**src/rtl/bsb_pkg.sv**
```systemverilog
// ----------------------------------------------------------------------------
// bsb_pkg - shared types and constants for block-sum binning
// Configuration layout, register indexes and the front-to-back op record.
// ----------------------------------------------------------------------------
`default_nettype none

package bsb_pkg;

   // Default geometry parameters
   localparam int MAX_WIDTH_DEF    = 4096;
   localparam int MAX_CELL_DIM_DEF = 256;

   // Field widths fixed by the interface
   localparam int PIXEL_W   = 8;
   localparam int SUM_W     = 24;
   localparam int CELL_COL_W = 12;
   localparam int ROW_W     = 16;

   // Configuration port
   localparam int CSR_INDEX_W = 3;
   localparam int CSR_DATA_W  = 16;

   localparam logic [CSR_INDEX_W-1:0] CSR_IMAGE_WIDTH  = 3'd0;
   localparam logic [CSR_INDEX_W-1:0] CSR_IMAGE_HEIGHT = 3'd1;
   localparam logic [CSR_INDEX_W-1:0] CSR_CELL_WIDTH   = 3'd2;
   localparam logic [CSR_INDEX_W-1:0] CSR_CELL_HEIGHT  = 3'd3;

   localparam logic [12:0] IMAGE_WIDTH_RST  = 13'd1024;
   localparam logic [15:0] IMAGE_HEIGHT_RST = 16'd1024;
   localparam logic [8:0]  CELL_WIDTH_RST   = 9'd16;
   localparam logic [8:0]  CELL_HEIGHT_RST  = 9'd16;

   // Queue between front and back
   localparam int QUEUE_DEPTH = 4;

   typedef struct packed {
      logic [12:0] image_width;
      logic [15:0] image_height;
      logic [8:0]  cell_width;
      logic [8:0]  cell_height;
   } cfg_type;

   // One finished cell segment, handed from front to back
   typedef struct packed {
      logic [SUM_W-1:0] seg_sum;    // pixels of this segment
      logic [ROW_W-1:0] band;       // cell row index
      logic             first_row;  // first row of band: no prior sum
      logic             band_end;   // last row of band: emit instead of store
      logic             row_end;    // last cell of the cell row
      logic             tile_end;   // last cell of the tile
   } op_type;

endpackage

`default_nettype wire

```
**src/rtl/bsb_front.sv**
```systemverilog
// ----------------------------------------------------------------------------
// bsb_front - pixel counters and cell classification
// Tracks raster position, adds pixels into the running segment sum and
// hands one op per finished cell segment to the queue.
// ----------------------------------------------------------------------------
`default_nettype none

module bsb_front #(
   parameter int MAX_WIDTH    = bsb_pkg::MAX_WIDTH_DEF,
   parameter int MAX_CELL_DIM = bsb_pkg::MAX_CELL_DIM_DEF
) (
   input  wire logic                             clock,
   input  wire logic                             reset,
   input  wire bsb_pkg::cfg_type                 cfg,
   input  wire logic                             req_valid,
   output logic                                  req_ready,
   input  wire logic [bsb_pkg::PIXEL_W-1:0]      req_pixel,
   input  wire logic                             q_not_full,
   output logic                                  q_push,
   output bsb_pkg::op_type                       q_op,
   output logic [$clog2(MAX_WIDTH)-1:0]          q_slot
);

   localparam int COL_W = $clog2(MAX_WIDTH);
   localparam int CD_W  = $clog2(MAX_CELL_DIM);

   logic [COL_W-1:0]            pcol_ff, pcol_in;
   logic [bsb_pkg::ROW_W-1:0]   prow_ff, prow_in;
   logic [CD_W-1:0]             cic_ff, cic_in;
   logic [CD_W-1:0]             rib_ff, rib_in;
   logic [COL_W-1:0]            cidx_ff, cidx_in;
   logic [bsb_pkg::ROW_W-1:0]   bidx_ff, bidx_in;
   logic [bsb_pkg::SUM_W-1:0]   rsum_ff, rsum_in;

   logic [31:0]                 w_lim, cw_lim, ch_lim;
   logic [COL_W-1:0]            w_m1;
   logic [CD_W-1:0]             cw_m1, ch_m1;
   logic [bsb_pkg::ROW_W-1:0]   h_m1;
   logic                        row_end, cell_end, tile_end, band_end, accept;
   logic [bsb_pkg::SUM_W-1:0]   rsum_new;

   // Clamped limits, as last positions
   always_comb begin
      w_lim = {19'd0, cfg.image_width};
      if (w_lim == 32'd0) begin
         w_lim = 32'd1;
      end else if (w_lim > 32'(MAX_WIDTH)) begin
         w_lim = 32'(MAX_WIDTH);
      end
      cw_lim = {23'd0, cfg.cell_width};
      if (cw_lim == 32'd0) begin
         cw_lim = 32'd1;
      end else if (cw_lim > 32'(MAX_CELL_DIM)) begin
         cw_lim = 32'(MAX_CELL_DIM);
      end
      ch_lim = {23'd0, cfg.cell_height};
      if (ch_lim == 32'd0) begin
         ch_lim = 32'd1;
      end else if (ch_lim > 32'(MAX_CELL_DIM)) begin
         ch_lim = 32'(MAX_CELL_DIM);
      end
      w_m1  = COL_W'(w_lim - 32'd1);
      cw_m1 = CD_W'(cw_lim - 32'd1);
      ch_m1 = CD_W'(ch_lim - 32'd1);
      h_m1  = (cfg.image_height == '0) ? '0 : cfg.image_height - 1'b1;
   end

   assign req_ready = q_not_full;
   assign accept    = req_valid && req_ready;

   // "at or past" tests so a shrunk limit ends things on the next pixel
   assign row_end  = (pcol_ff >= w_m1);
   assign cell_end = row_end || (cic_ff >= cw_m1);
   assign tile_end = (prow_ff >= h_m1);
   assign band_end = tile_end || (rib_ff >= ch_m1);
   assign rsum_new = rsum_ff + {{(bsb_pkg::SUM_W - bsb_pkg::PIXEL_W){1'b0}}, req_pixel};

   assign q_push            = accept && cell_end;
   assign q_slot            = cidx_ff;
   assign q_op.seg_sum      = rsum_new;
   assign q_op.band         = bidx_ff;
   assign q_op.first_row    = (rib_ff == '0);
   assign q_op.band_end     = band_end;
   assign q_op.row_end      = row_end;
   assign q_op.tile_end     = row_end && tile_end;

   always_comb begin
      pcol_in = pcol_ff;
      prow_in = prow_ff;
      cic_in  = cic_ff;
      rib_in  = rib_ff;
      cidx_in = cidx_ff;
      bidx_in = bidx_ff;
      rsum_in = rsum_ff;
      if (accept) begin
         if (cell_end) begin
            rsum_in = '0;
            cic_in  = '0;
            cidx_in = cidx_ff + 1'b1;
         end else begin
            rsum_in = rsum_new;
            cic_in  = cic_ff + 1'b1;
         end
         if (row_end) begin
            pcol_in = '0;
            cidx_in = '0;
            if (tile_end) begin
               prow_in = '0;
               rib_in  = '0;
               bidx_in = '0;
            end else begin
               prow_in = prow_ff + 1'b1;
               if (band_end) begin
                  rib_in  = '0;
                  bidx_in = bidx_ff + 1'b1;
               end else begin
                  rib_in = rib_ff + 1'b1;
               end
            end
         end else begin
            pcol_in = pcol_ff + 1'b1;
         end
      end
   end

   always_ff @(posedge clock) begin
      if (reset) begin
         pcol_ff <= '0;
         prow_ff <= '0;
         cic_ff  <= '0;
         rib_ff  <= '0;
         cidx_ff <= '0;
         bidx_ff <= '0;
         rsum_ff <= '0;
      end else begin
         pcol_ff <= pcol_in;
         prow_ff <= prow_in;
         cic_ff  <= cic_in;
         rib_ff  <= rib_in;
         cidx_ff <= cidx_in;
         bidx_ff <= bidx_in;
         rsum_ff <= rsum_in;
      end
   end

endmodule

`default_nettype wire

```
**config.mk**
```make
export PLATFORM = sky130hd
export DESIGN_NAME = bsb_front
export DESIGN_NICKNAME = d
export VERILOG_FILES = /design/src/rtl/bsb_pkg.sv /design/src/rtl/bsb_front.sv
export SDC_FILE = /design/constraint.sdc
export NUM_CORES = 1
export LEC_CHECK = 0
export BUFFER_PORTS_ARGS = -buffer_cell sky130_fd_sc_hd__buf_4
export CORE_MARGIN = 4
export CORE_UTILIZATION = 55
export DETAILED_ROUTE_END_ITERATION = 10
export GPL_TIMING_DRIVEN = 0
export PLACE_DENSITY = 0.78
export SLEW_MARGIN = 20
export SYNTH_ARGS = -nofsm -noshare
export SYNTH_HDL_FRONTEND = slang
export SYNTH_SLANG_ARGS = --single-unit
```
**constraint.sdc**
```tcl
create_clock -name clock -period 7.5 [get_ports clock]
set_input_delay 1.5 -clock clock [delete_from_list [all_inputs] [get_ports clock]]
set_output_delay 1.5 -clock clock [all_outputs]
set_load 0.05 [all_outputs]
```
==> results.toml <==
[outcome]
status = "complete, no violations"

[clock_tree]
cts_tree = "yes"
clock_sinks = 96
cts-root-buf = "clkbuf_16"
clockBufferDepth = 2
cts_made_buffers = 9
htreeDepth = 3
worst_skew_pair.late_latency_ps = 360
cts_setup_buffers = 0
clk_pin_slew_worst_paths_ps = 70

[logic_synthesis]
synth_seq_cells = 96
async_flop_share_pct = 0
synth_top_area_share_pct = 25.1
syn-num-nets = 1146
yosysSeqAreaShare_pct = 25.1
syn_area_um2 = 7660
synthTopCellsByArea = "dfxtp_1 25%, ha_1 10%, nand2_1 5.7%"
syn_inst = 1023
ys.flop_type = "dfxtp_1"
synth_edf_count = 0
ys_types = 67
synth_top_area_cell = "dfxtp_1"
yosys_warnings = 0
syn_area_per_cell_um2 = 7.49

[sta]
fmax_mhz = 140
setup_viol_count_final = 0
hold_slack_ps = 468
period_share_pct = 95.6
hold_viol = 0
tightest_slew_ps = 1030
clock-skew-final_ps = 10.2
finalMaxSlewViolations = 0
slew-limit-headroom_pct = 30.6
fin_crit_ps = 7170
worst_slack_ps = 332

[worst_setup_path]
critical_path.max_fanout = 10
r2r-start = "cic_ff[0]"
cp.arrival_ps = 5670
worstSetupPathType = "in -> out"
start_kind = "input port"
cp-startpoint = "cfg[36]"
crit_required_ps = 6000
r2r-end = "rsum_ff[21]"
reg2regPathDepth = 9
reg2reg_setup_slack_ps = 4500
cp-end-kind = "output pin"
endpoint = "q_push"

[floorplanning]
dieArea_um2 = 15900
die_x_um = 126
rows = 42
start_util_pct = 57.0
die_height_um = 126
core_area_um2 = 13500
ios = 117

[power_and_ir_drop]
p_int_uw = 858
p_leak_uw = 0.00354
p_sw_uw = 354
finalPower_uw = 1210
powerDensity_nw_per_um2 = 134
p_clk_share_pct = 38.2
combPwrFrac_pct = 18.7
vdd_drop_max_uv = 135
p_sw_share_pct = 29.2
pwr-share-seq_pct = 43.0

[routing]
drc = 0
drtIter0Drc = 850
wire_per_inst_um = 16.8
detail_route.first_pass.iterations = 8
num_vias = 8386
postRouteAntennaNets = 0
routed_wl_um = 22400
via_per_inst = 6.30

[placed_design]
dp.final_hpwl_um = 16900
place_ws_ps = 87.1
portBuffers = 116
dp.cells = 1315
gp_congestion = 0.930

[flow_run]
maxCapViolCount = 0

[global_route]
grt.overflow.total = 0
grt_util_all_layers_pct = 27.4
grt_start_max_net_pins = 16
antenna_found_initial = 0
grt_first_pass_wirelength_um = 37100
grt_pass1_vias = 7697

[finish]
drive_gt1_share_pct = 13.2
final_util_pct = 67.4
n_antenna_cell = 0
area_growth_pct = 18.2
fin_cells = 1331
layout.nets = 1273

[worst_hold_path]
hp-class = "reg -> reg"
## per-stage QoR
stage / TNS, ps / instance area [µm²]
floorplan: 0 / 7660
finish: 0 / 9060
detailed placement: 0 / 8760
global placement: 0 / 8760
global route: -37.6 / 9060
CTS: 0 / 9040
## power groups by stage
stage	combinational (µW)	sequential, µW	clock [µW]
after global routing	249	522	484
after floorplan	145	531	0
after global placement	220	533	0
after detailed placement	223	533	0
final	227	522	463
after CTS	224	521	464
## registers in the layout (all words and copies together), names as in the netlist
register	count
pcol_ff	12
bidx_ff	16
rsum_ff	24
cic_ff	8
prow_ff	16
q_slot	12
rib_ff	8
## cell type report
| cell class | instances | area, µm² |
|---|---|---|
| plain buffers | 62 | 259 |
| clock buffers | 10 | 229 |
| fillers | 1210 | 4390 |
| clock inverters | 6 | 58.8 |
| inverters | 41 | 154 |
| multi-input cells | 824 | 5350 |
| flip-flops and latches | 96 | 1920 |
| well taps | 176 | 220 |
| repair buffers | 116 | 871 |
## layout by cell type (no fill, tap or decap), types with 35 or more instances in the layout
cell      instances
nor3_1           41
buf_4           120
nand3_1          54
o21ai_0          35
a21oi_1          65
dfxtp_1          96
inv_1            41
clkbuf_1         47
nor2_1           81
ha_1             63
nand2_1         116
nand4_1          51
## logic make-up after synthesis
logic type,count (synthesis),share of synthesized area (%)
compound gates,231,20.6
flops,96,25.1
simple gates,463,30.8
buf+inv,103,5.32
fa+ha+maj,64,10.5
mux,13,1.70
xor+xnor,53,6.06
## worst min path at each step
stage | end | slack [ps] | cells after the start | from
final | rsum_ff[4] | 470 | 2 | rsum_ff[4]
after global routing | rsum_ff[4] | 490 | 2 | rsum_ff[4]
after CTS | rsum_ff[4] | 470 | 2 | rsum_ff[4]
after detailed placement | rsum_ff[4] | 460 | 2 | rsum_ff[4]
after global placement | rsum_ff[2] | 440 | 2 | rsum_ff[2]
after floorplan | rsum_ff[0] | 440 | 2 | rsum_ff[0]
## worst max-delay path, cell delays in order
cell      delay [ps]
buf_4            130
or4_1            630
nor4_4           270
nand2_1          210
nand2b_1         120
nand2_1           80
ha_1             180
clkbuf_1         190
inv_1            140
mux2i_1           80
a21oi_1          150
ha_1             160
a21oi_1           50
o21ai_0          410
a211o_1          220
o21ai_0          240
buf_4            270
a21oi_2          340
buf_4            270
## layer usage
metal | wire (µm) | global-route usage [%]
met3 | 2040 | 4.15
met2 | 9920 | 42.4
met5 | 0 | 0
met1 | 9910 | 38.6
met4 | 519 | 10.3
## cell usage after synthesis (12+ instances only)
library cell and n:
nand2_1 116, dfxtp_1 96, nor2_1 81, a21oi_1 66, ha_1 63, nand3_1 54
nand4_1 51, clkbuf_1 46, inv_1 41, nor3_1 41, o21ai_0 35, xnor2_1 31
xor2_1 22, and3_1 21, nand2b_1 19, nor2b_1 17, or3_1 14, a31oi_1 13
mux2i_1 13, o32ai_1 13, a32o_1 12, nor4_1 12, o21a_1 12, o311ai_0 12
## timing repair
item                       4_1_cts  5_1_grt
gates resized for setup          0        5
hold buffers                     0        0
setup endpoints to repair        0        2
hold endpoints to repair         0        0
Power figures use the tool's default switching activity.
