<file path="src/rtl/bsb_pkg.sv">
// ----------------------------------------------------------------------------
// bsb_pkg - shared types and constants for block-sum binning
// Configuration layout, register indexes and the front-to-back op record.
// ----------------------------------------------------------------------------
`default_nettype none

package bsb_pkg;

   // Default geometry parameters
   localparam int MAX_WIDTH_DEF    = 4096;
   localparam int MAX_CELL_DIM_DEF = 256;

   // Field widths fixed by the interface
   localparam int PIXEL_W   = 8;
   localparam int SUM_W     = 24;
   localparam int CELL_COL_W = 12;
   localparam int ROW_W     = 16;

   // Configuration port
   localparam int CSR_INDEX_W = 3;
   localparam int CSR_DATA_W  = 16;

   localparam logic [CSR_INDEX_W-1:0] CSR_IMAGE_WIDTH  = 3'd0;
   localparam logic [CSR_INDEX_W-1:0] CSR_IMAGE_HEIGHT = 3'd1;
   localparam logic [CSR_INDEX_W-1:0] CSR_CELL_WIDTH   = 3'd2;
   localparam logic [CSR_INDEX_W-1:0] CSR_CELL_HEIGHT  = 3'd3;

   localparam logic [12:0] IMAGE_WIDTH_RST  = 13'd1024;
   localparam logic [15:0] IMAGE_HEIGHT_RST = 16'd1024;
   localparam logic [8:0]  CELL_WIDTH_RST   = 9'd16;
   localparam logic [8:0]  CELL_HEIGHT_RST  = 9'd16;

   // Queue between front and back
   localparam int QUEUE_DEPTH = 4;

   typedef struct packed {
      logic [12:0] image_width;
      logic [15:0] image_height;
      logic [8:0]  cell_width;
      logic [8:0]  cell_height;
   } cfg_type;

   // One finished cell segment, handed from front to back
   typedef struct packed {
      logic [SUM_W-1:0] seg_sum;    // pixels of this segment
      logic [ROW_W-1:0] band;       // cell row index
      logic             first_row;  // first row of band: no prior sum
      logic             band_end;   // last row of band: emit instead of store
      logic             row_end;    // last cell of the cell row
      logic             tile_end;   // last cell of the tile
   } op_type;

endpackage

`default_nettype wire

</file>
<file path="src/rtl/bsb_queue.sv">
// ----------------------------------------------------------------------------
// bsb_queue - small FIFO between front and back
// Register-based queue, head always visible; user must block push when full.
// ----------------------------------------------------------------------------
`default_nettype none

module bsb_queue #(
   parameter int WIDTH = 8,
   parameter int DEPTH = bsb_pkg::QUEUE_DEPTH
) (
   input  wire logic             clock,
   input  wire logic             reset,
   input  wire logic             push,
   input  wire logic [WIDTH-1:0] push_data,
   output logic                  not_full,
   input  wire logic             pop,
   output logic                  head_valid,
   output logic [WIDTH-1:0]      head_data
);

   localparam int PTR_W = (DEPTH > 1) ? $clog2(DEPTH) : 1;
   localparam int CNT_W = $clog2(DEPTH + 1);

   logic [WIDTH-1:0] slots_ff [DEPTH];
   logic [PTR_W-1:0] wr_ptr_ff, wr_ptr_in;
   logic [PTR_W-1:0] rd_ptr_ff, rd_ptr_in;
   logic [CNT_W-1:0] count_ff, count_in;

   assign not_full   = (count_ff != CNT_W'(DEPTH));
   assign head_valid = (count_ff != '0);
   assign head_data  = slots_ff[rd_ptr_ff];

   always_comb begin
      wr_ptr_in = wr_ptr_ff;
      rd_ptr_in = rd_ptr_ff;
      count_in  = count_ff;
      if (push) begin
         wr_ptr_in = (wr_ptr_ff == PTR_W'(DEPTH - 1)) ? '0 : wr_ptr_ff + 1'b1;
      end
      if (pop) begin
         rd_ptr_in = (rd_ptr_ff == PTR_W'(DEPTH - 1)) ? '0 : rd_ptr_ff + 1'b1;
      end
      if (push && !pop) begin
         count_in = count_ff + 1'b1;
      end else if (pop && !push) begin
         count_in = count_ff - 1'b1;
      end
   end

   always_ff @(posedge clock) begin
      if (reset) begin
         wr_ptr_ff <= '0;
         rd_ptr_ff <= '0;
         count_ff  <= '0;
      end else begin
         wr_ptr_ff <= wr_ptr_in;
         rd_ptr_ff <= rd_ptr_in;
         count_ff  <= count_in;
      end
   end

   always_ff @(posedge clock) begin
      if (push) begin
         slots_ff[wr_ptr_ff] <= push_data;
      end
   end

endmodule

`default_nettype wire

</file>
<file path="config.mk">
export PLATFORM = sky130hd
export DESIGN_NAME = bsb_queue
export DESIGN_NICKNAME = d
export VERILOG_FILES = /design/src/rtl/bsb_pkg.sv /design/src/rtl/bsb_queue.sv
export SDC_FILE = /design/constraint.sdc
export NUM_CORES = 1
export LEC_CHECK = 0
export BUFFER_PORTS_ARGS = -buffer_cell sky130_fd_sc_hd__buf_2
export CORE_MARGIN = 10
export CORE_UTILIZATION = 55
export CTS_CLUSTER_SIZE = 20
export DETAILED_ROUTE_END_ITERATION = 16
export GPL_TIMING_DRIVEN = 0
export PLACE_DENSITY = 0.77
export SYNTH_ARGS = -nofsm -noshare
export SYNTH_HDL_FRONTEND = slang
export SYNTH_SLANG_ARGS = --single-unit
</file>
<file path="constraint.sdc">
create_clock -name clock -period 1.5 [get_ports clock]
set_input_delay 0 -clock clock [delete_from_list [all_inputs] [get_ports clock]]
set_output_delay 0 -clock clock [all_outputs]
set_load 0.02 [all_outputs]
</file>
==> results.txt, run 1 <==
Top cell family by delay on the critical path: multiplexers
Critical path arrival: 1.51 ns
Max incr delay on CP: 0.52 ns
Number of fill cells in the layout: 178
Yosys top cell by area: edfxtp_1
Final hold violations: 0
Area delta synth->final: 23.3%
Top cell type's share of synthesized area: 60.1%
Worst Setup Slack post-DPL: -0.0266 ns
Clock root cell: clkbuf_4
Share of cells above drive strength 1: 34.1%
Worst relative slew slack: 69.0%
Core area: 0.00276 mm2
Largest net degree at the start of global routing: 13
Cell-internal power: 0.00167 W
Net switching power: 0.000566 W
Iter 0 DRT Violations: 46
Worst Setup Start Kind: flip-flop
Post-Synthesis Cells: 87
GRT Residual Overflow: 0
Die H: 73.9 um
RSZ-0062 raised after global routing: true
Full die area: 0.00546 mm2
Area contributors post-synth: edfxtp_1 (60%), dfxtp_1 (11%), mux4_2 (11%)
Clk_lat worst skew: 0.35 ns
Max Transition Viols Final: 0
Starting Density: 58.0%
Total power: 0.00224 W
Critical Path, Cell by Cell: buf_12, mux4_2, buf_6
CTS buffer count: 5
Post-route ant nets: 0
Critical Path RT: 1.50 ns
Most common cell after layout, fill and taps aside: edfxtp_1
Most frequent cells in the layout: edfxtp_1 (32), buf_2 (13), dlygate4sd3_1 (10)
Worst-path clk slew: 0.11 ns
Setup WS post-layout: -0.0127 ns
Synth Cell Area: 0.00160 mm2
Warnings from Yosys: 0
Unique cell type count in the Yosys netlist: 17
Worst Skew: 0.00944 ns
Antenna violations before repair: 0
Min cycle time layout: 1.51 ns
Via density: 5.45
Number of global-route vias before repair: 902
Status: finished with violations
Pleak: 0.736 nW
Vias: 855
Total Nets Final: 144
Residual DRC: 0
Final worst path period share: 101%
Final Setup Violations: 4
Mean post-synth cell area: 18.4 um2
Fmax: 661 MHz
Post-synthesis sequential area ratio: 71.4%
Sw Share: 25.3%
Logic pwr share: 17.4%
Setup repair bufs after CTS: 0
Final wirelength: 2830 um
Htree depth: 2
Setup TNS: -0.0181 ns
PortBufs: 21
Num rows: 19
CTS Buffer Depth: 2
Crit-path slowest cell: mux4_2
Flop pwr share: 59.4%
DRT Pass-1 Iters: 4
Hold_ws: 0.00551 ns
Post-synthesis register bit count: 41
Wire per inst: 18.0 um
GRT Overall Usage: 11.6%
Peak VDD IR: 832 uV
Failing checks: negative setup slack
CP Class: reg -> out
Gpl congestion: 0.678
First-pass GRT wire length: 4500 um
Pwr Density: 1130 mW/mm2
Max-capacitance violation count: 0
Crit end category: output port
Hold Path Class: in -> reg
Diode count: 0
# IOs: 22
DIE WIDTH: 73.9 um
Clock sinks: 41
Util after Layout: 71.5%
Syn_nets: 106
CTS tree: built
Worst slew pin tran: 0.465 ns
Buf/Inv on CP: 2
Clk network pwr share: 23.2%
Crit Path Max Fanout: 8
Post-detail-place hpwl: 1980 um
state kept, by name, summed over array words and instances, names as in the netlist, named ones only:
register / cells
rd_ptr_ff: 2
slots_ff: 32
count_ff: 3
wr_ptr_ff: 2
synthesized netlist by cell type:
library cell   n
and2_1         4
fa_1           1
nor2_1         8
inv_1          4
clkbuf_2       1
mux4_2         8
nor3b_1        1
or3_1          2
mux2i_1        4
o21ai_0        1
a21oi_1        2
nand2_1        1
buf_6          1
edfxtp_1      32
ha_1           6
dfxtp_1        9
xor2_1         2
layer usage:
layer / global-route usage, % / wire, um
met5: 0 / 0
met4: 8.07 / 68
met3: 4.17 / 195
met2: 18.3 / 1510
met1: 12.8 / 1060
worst reg2reg max path: cells and delay by family (launching register included):
| kind | cells | cell delay, ns |
|---|---|---|
| DFF | 1 | 0.36 |
| adders and majority gates | 1 | 0.37 |
| AOI/OAI and AO/OA | 1 | 0.12 |
| xor gates and xnor gates | 1 | 0.16 |
| and+or+nand+nor | 1 | 0.36 |
power groups by stage:
stage	Combinational, W	Clock [W]	Sequential [W]
global route	0.000433	0.000584	0.00134
global placement	0.000300	0	0.00135
detailed placement	0.000319	0	0.00135
floorplan	0.000213	0	0.00134
finish	0.000389	0.000519	0.00133
CTS	0.000382	0.000530	0.00133
worst paths after layout:
path,from,endpoint,slack (ns),depth (start not counted)
min,push,wr_ptr_ff[0],0.006,3
min reg2reg,count_ff[2],count_ff[2],0.53,2
max,flip-flop,head_data[3],-0.01,3
max reg2reg,count_ff[1],count_ff[2],0.07,4
kinds of logic after synthesis:
group,count (synthesis),synth area share (%)
buffers and inverters,6,1.96
and+or+nand+nor,16,4.93
DFF,41,71.4
AOI/OAI and AO/OA,3,0.939
xor gates and xnor gates,2,1.10
muxes,12,13.8
adders and majority gates,7,5.95
cell type report:
cell class              count  area, um2  area share (%)
plain buffers               2       25.0            1.27
clock buffers               7       45.0            2.28
clock inverters             1       5.00           0.254
inverters                   4       15.0           0.761
multi-input cells          40        440            22.3
flip-flops and latches     41       1150            58.2
well taps                  31       38.8            1.97
repair buffers             31        255            12.9
through the flow:
step / cell area, um2 / instances
global route: 1970 / 157
global placement: 1740 / 139
CTS: 1950 / 157
finish: 1970 / 157
detailed placement: 1740 / 139
floorplan: 1600 / 87
repair_timing:
item | 4_1_cts | 5_1_grt
resized for setup | 19 | 6
hold buffers | 10 | 0
setup endpoints to repair | 9 | 9
pin swaps | 0 | 3
hold endpoints to repair | 41 | 0
No activity file was read; power rests on OpenSTA's default activity.
==> run 2: changes to the inputs <==
==> constraint.sdc (replaced) <==
create_clock -name clock -period 1.5 [get_ports clock]
set_input_delay 0.075 -clock clock [delete_from_list [all_inputs] [get_ports clock]]
set_output_delay 0.075 -clock clock [all_outputs]
set_load 0.02 [all_outputs]
==> run 2 against run 1 <==
Against the previous run: sequential power hardly changed; critical path type unchanged; non-clock buffer count is 1 lower; clock skew hardly changed; largest power group unchanged; the run still ends with negative setup slack left; fmax is 4.8% lower; clock power hardly changed; register-to-register slack hardly changed; design area is 0.51% lower; first-iteration DRC count is 39% higher; largest cell class unchanged; die area stayed put.
==> results.txt, run 2 (synthesis results as in run 1) <==
Status: finished with violations
Failing checks: negative setup slack
Util after Layout: 71.1% (-0.36 points)
Num rows: 19 (unchanged)
Wire per inst: 18.0 um (about the same)
Max FFs per register: 32 (unchanged)
Placed cells: 139 (unchanged)
WL met3: 177 um (-9.2%)
Peak VDD IR: 834 uV (+0.23%)
GRT Overall Usage: 11.6% (-0.028 points)
Critical path arrival: 1.51 ns (about the same)
CP Class: reg -> out
Clk_lat worst skew: 0.35 ns (about the same)
Number of global-route vias before repair: 897 (-0.55%)
Min cycle time layout: 1.59 ns (+0.0759 ns)
PortBufs: 21 (unchanged)
Iter 0 DRT Violations: 64 (+39%)
Worst relative slew slack: 68.9% (-0.092 points)
RSZ-0062 raised after global routing: true
First-pass GRT wire length: 4490 um (-0.16%)
CTS buffer count: 5 (unchanged)
Sw Share: 25.3% (about the same)
CTS Buffer Depth: 2 (unchanged)
Crit-path slowest cell: mux4_2
Starting Density: 58.0% (unchanged)
Logic pwr share: 17.3% (about the same)
Pleak: 0.732 nW (-0.57%)
Pwr Density: 1140 mW/mm2 (+0.43%)
Worst-path clk slew: 0.11 ns (about the same)
GRT Residual Overflow: 0 (unchanged)
Worst slew pin tran: 0.467 ns (+0.00138 ns)
Critical Path RT: 1.42 ns (-0.08 ns)
Total power: 0.00224 W (about the same)
Net switching power: 0.000566 W (about the same)
DIE WIDTH: 73.9 um (unchanged)
Worst Setup Start Kind: flip-flop
Largest net degree at the start of global routing: 13 (unchanged)
Gpl congestion: 0.678 (unchanged)
Crit end category: output port
Clock root cell: clkbuf_4
CTS tree: built
Highest routed layer: met4
Biggest regs: slots_ff: 32 flops, count_ff: 3 flops
Cell-internal power: 0.00167 W (-0.10%)
Routed met1 length: 1070 um (+1.2%)
Met2 Wirelength: 1500 um (-0.66%)
Hold Path Class: in -> reg
Post-route ant nets: 0 (unchanged)
Setup WS post-layout: -0.0886 ns (-0.0759 ns)
Area delta synth->final: 22.7%
Final worst path period share: 106% (+5.1 points)
DRT Pass-1 Iters: 4 (unchanged)
Clk network pwr share: 23.2% (about the same)
Most common cell after layout, fill and taps aside: edfxtp_1
Htree depth: 2 (unchanged)
# IOs: 22 (unchanged)
Final wirelength: 2810 um (-0.57%)
Post-detail-place hpwl: 1980 um (unchanged)
Critical Path, Cell by Cell: buf_12, mux4_2, buf_6
Clock sinks: 41 (unchanged)
Antenna violations before repair: 0 (unchanged)
Full die area: 0.00546 mm2 (unchanged)
Largest Register: slots_ff
Diode count: 0 (unchanged)
Final Setup Violations: 8 (+4)
Via density: 5.44 (-0.18%)
Max Transition Viols Final: 0 (unchanged)
Max incr delay on CP: 0.52 ns (about the same)
Flop pwr share: 59.5% (about the same)
Share of cells above drive strength 1: 34.4% (+0.27 points)
Setup repair bufs after CTS: 0 (unchanged)
Total Nets Final: 143 (-0.69%)
Fmax: 629 MHz (-4.8%)
Layout Cells excl Fill: 156 (-0.64%)
Max-capacitance violation count: 0 (unchanged)
Worst Skew: 0.00939 ns (-0.0000511 ns)
Crit Path Max Fanout: 8 (unchanged)
Vias: 848 (-0.82%)
Most frequent cells in the layout: edfxtp_1 (32), buf_2 (13), dlygate4sd3_1 (9)
Final hold violations: 0 (unchanged)
Die H: 73.9 um (unchanged)
Residual DRC: 0 (unchanged)
Core area: 0.00276 mm2 (unchanged)
run 2: area by class of cell:
type	instances	area, um2
Sequential cell	41	1150
Tap cell	31	38.8
Fill cell	180	796
Buffer	2	25.0
Clock buffer	7	45.0
Clock inverter	1	5.00
Inverter	4	15.0
Timing Repair Buffer	30	245
Multi-Input combinational cell	40	440
run 2: worst max-delay path: cells and delay by family, from the launching register on:
family	cells	cell delay (ns)
flops	1	0.36
mux	1	0.52
buf+inv	2	0.29
run 2: timing repair:
action,in CTS,in global routing
setup endpoints to repair,9,9
hold buffers,9,0
endpoints found under the hold margin,41,0
cloned,0,0
pin swaps,0,3
resized for setup,19,6
run 2: worst paths after layout:
path	startpoint	endpoint	slack, ns	cells past startpoint
worst min register to register	count_ff[2]	count_ff[2]	0.53	2
worst max-delay path	flip-flop	head_data[3]	-0.09	3
worst min-delay path	pop	rd_ptr_ff[1]	0.04	3
worst max register to register	count_ff[1]	count_ff[2]	0.07	4
run 2: per-stage QoR:
stage	cell area (um2)	TNS (ns)	worst slack [ns]	hold WS, ns
finish	1960	-0.603	-0.0886	0.0378
global route	1960	-1.16	-0.161	0.0959
CTS	1940	-0.869	-0.121	0.0343
detailed placement	1740	-0.102	-0.102	0.298
global placement	1740	-0.0152	-0.0152	0.286
floorplan	1600	0	0.112	0.144
run 2: per-layer routing:
layer,GRT usage (%),vias up
li1,-,399
met1,12.9,425
met2,18.1,16
met3,4.17,8
met4,8.07,0
met5,0,-
run 2: power groups by stage:
stage | clock network, W | logic [W] | registers [W]
detailed placement | 0 | 0.000319 | 0.00135
floorplan | 0 | 0.000213 | 0.00134
global route | 0.000584 | 0.000430 | 0.00134
CTS | 0.000530 | 0.000380 | 0.00133
global placement | 0 | 0.000300 | 0.00135
finish | 0.000520 | 0.000387 | 0.00133
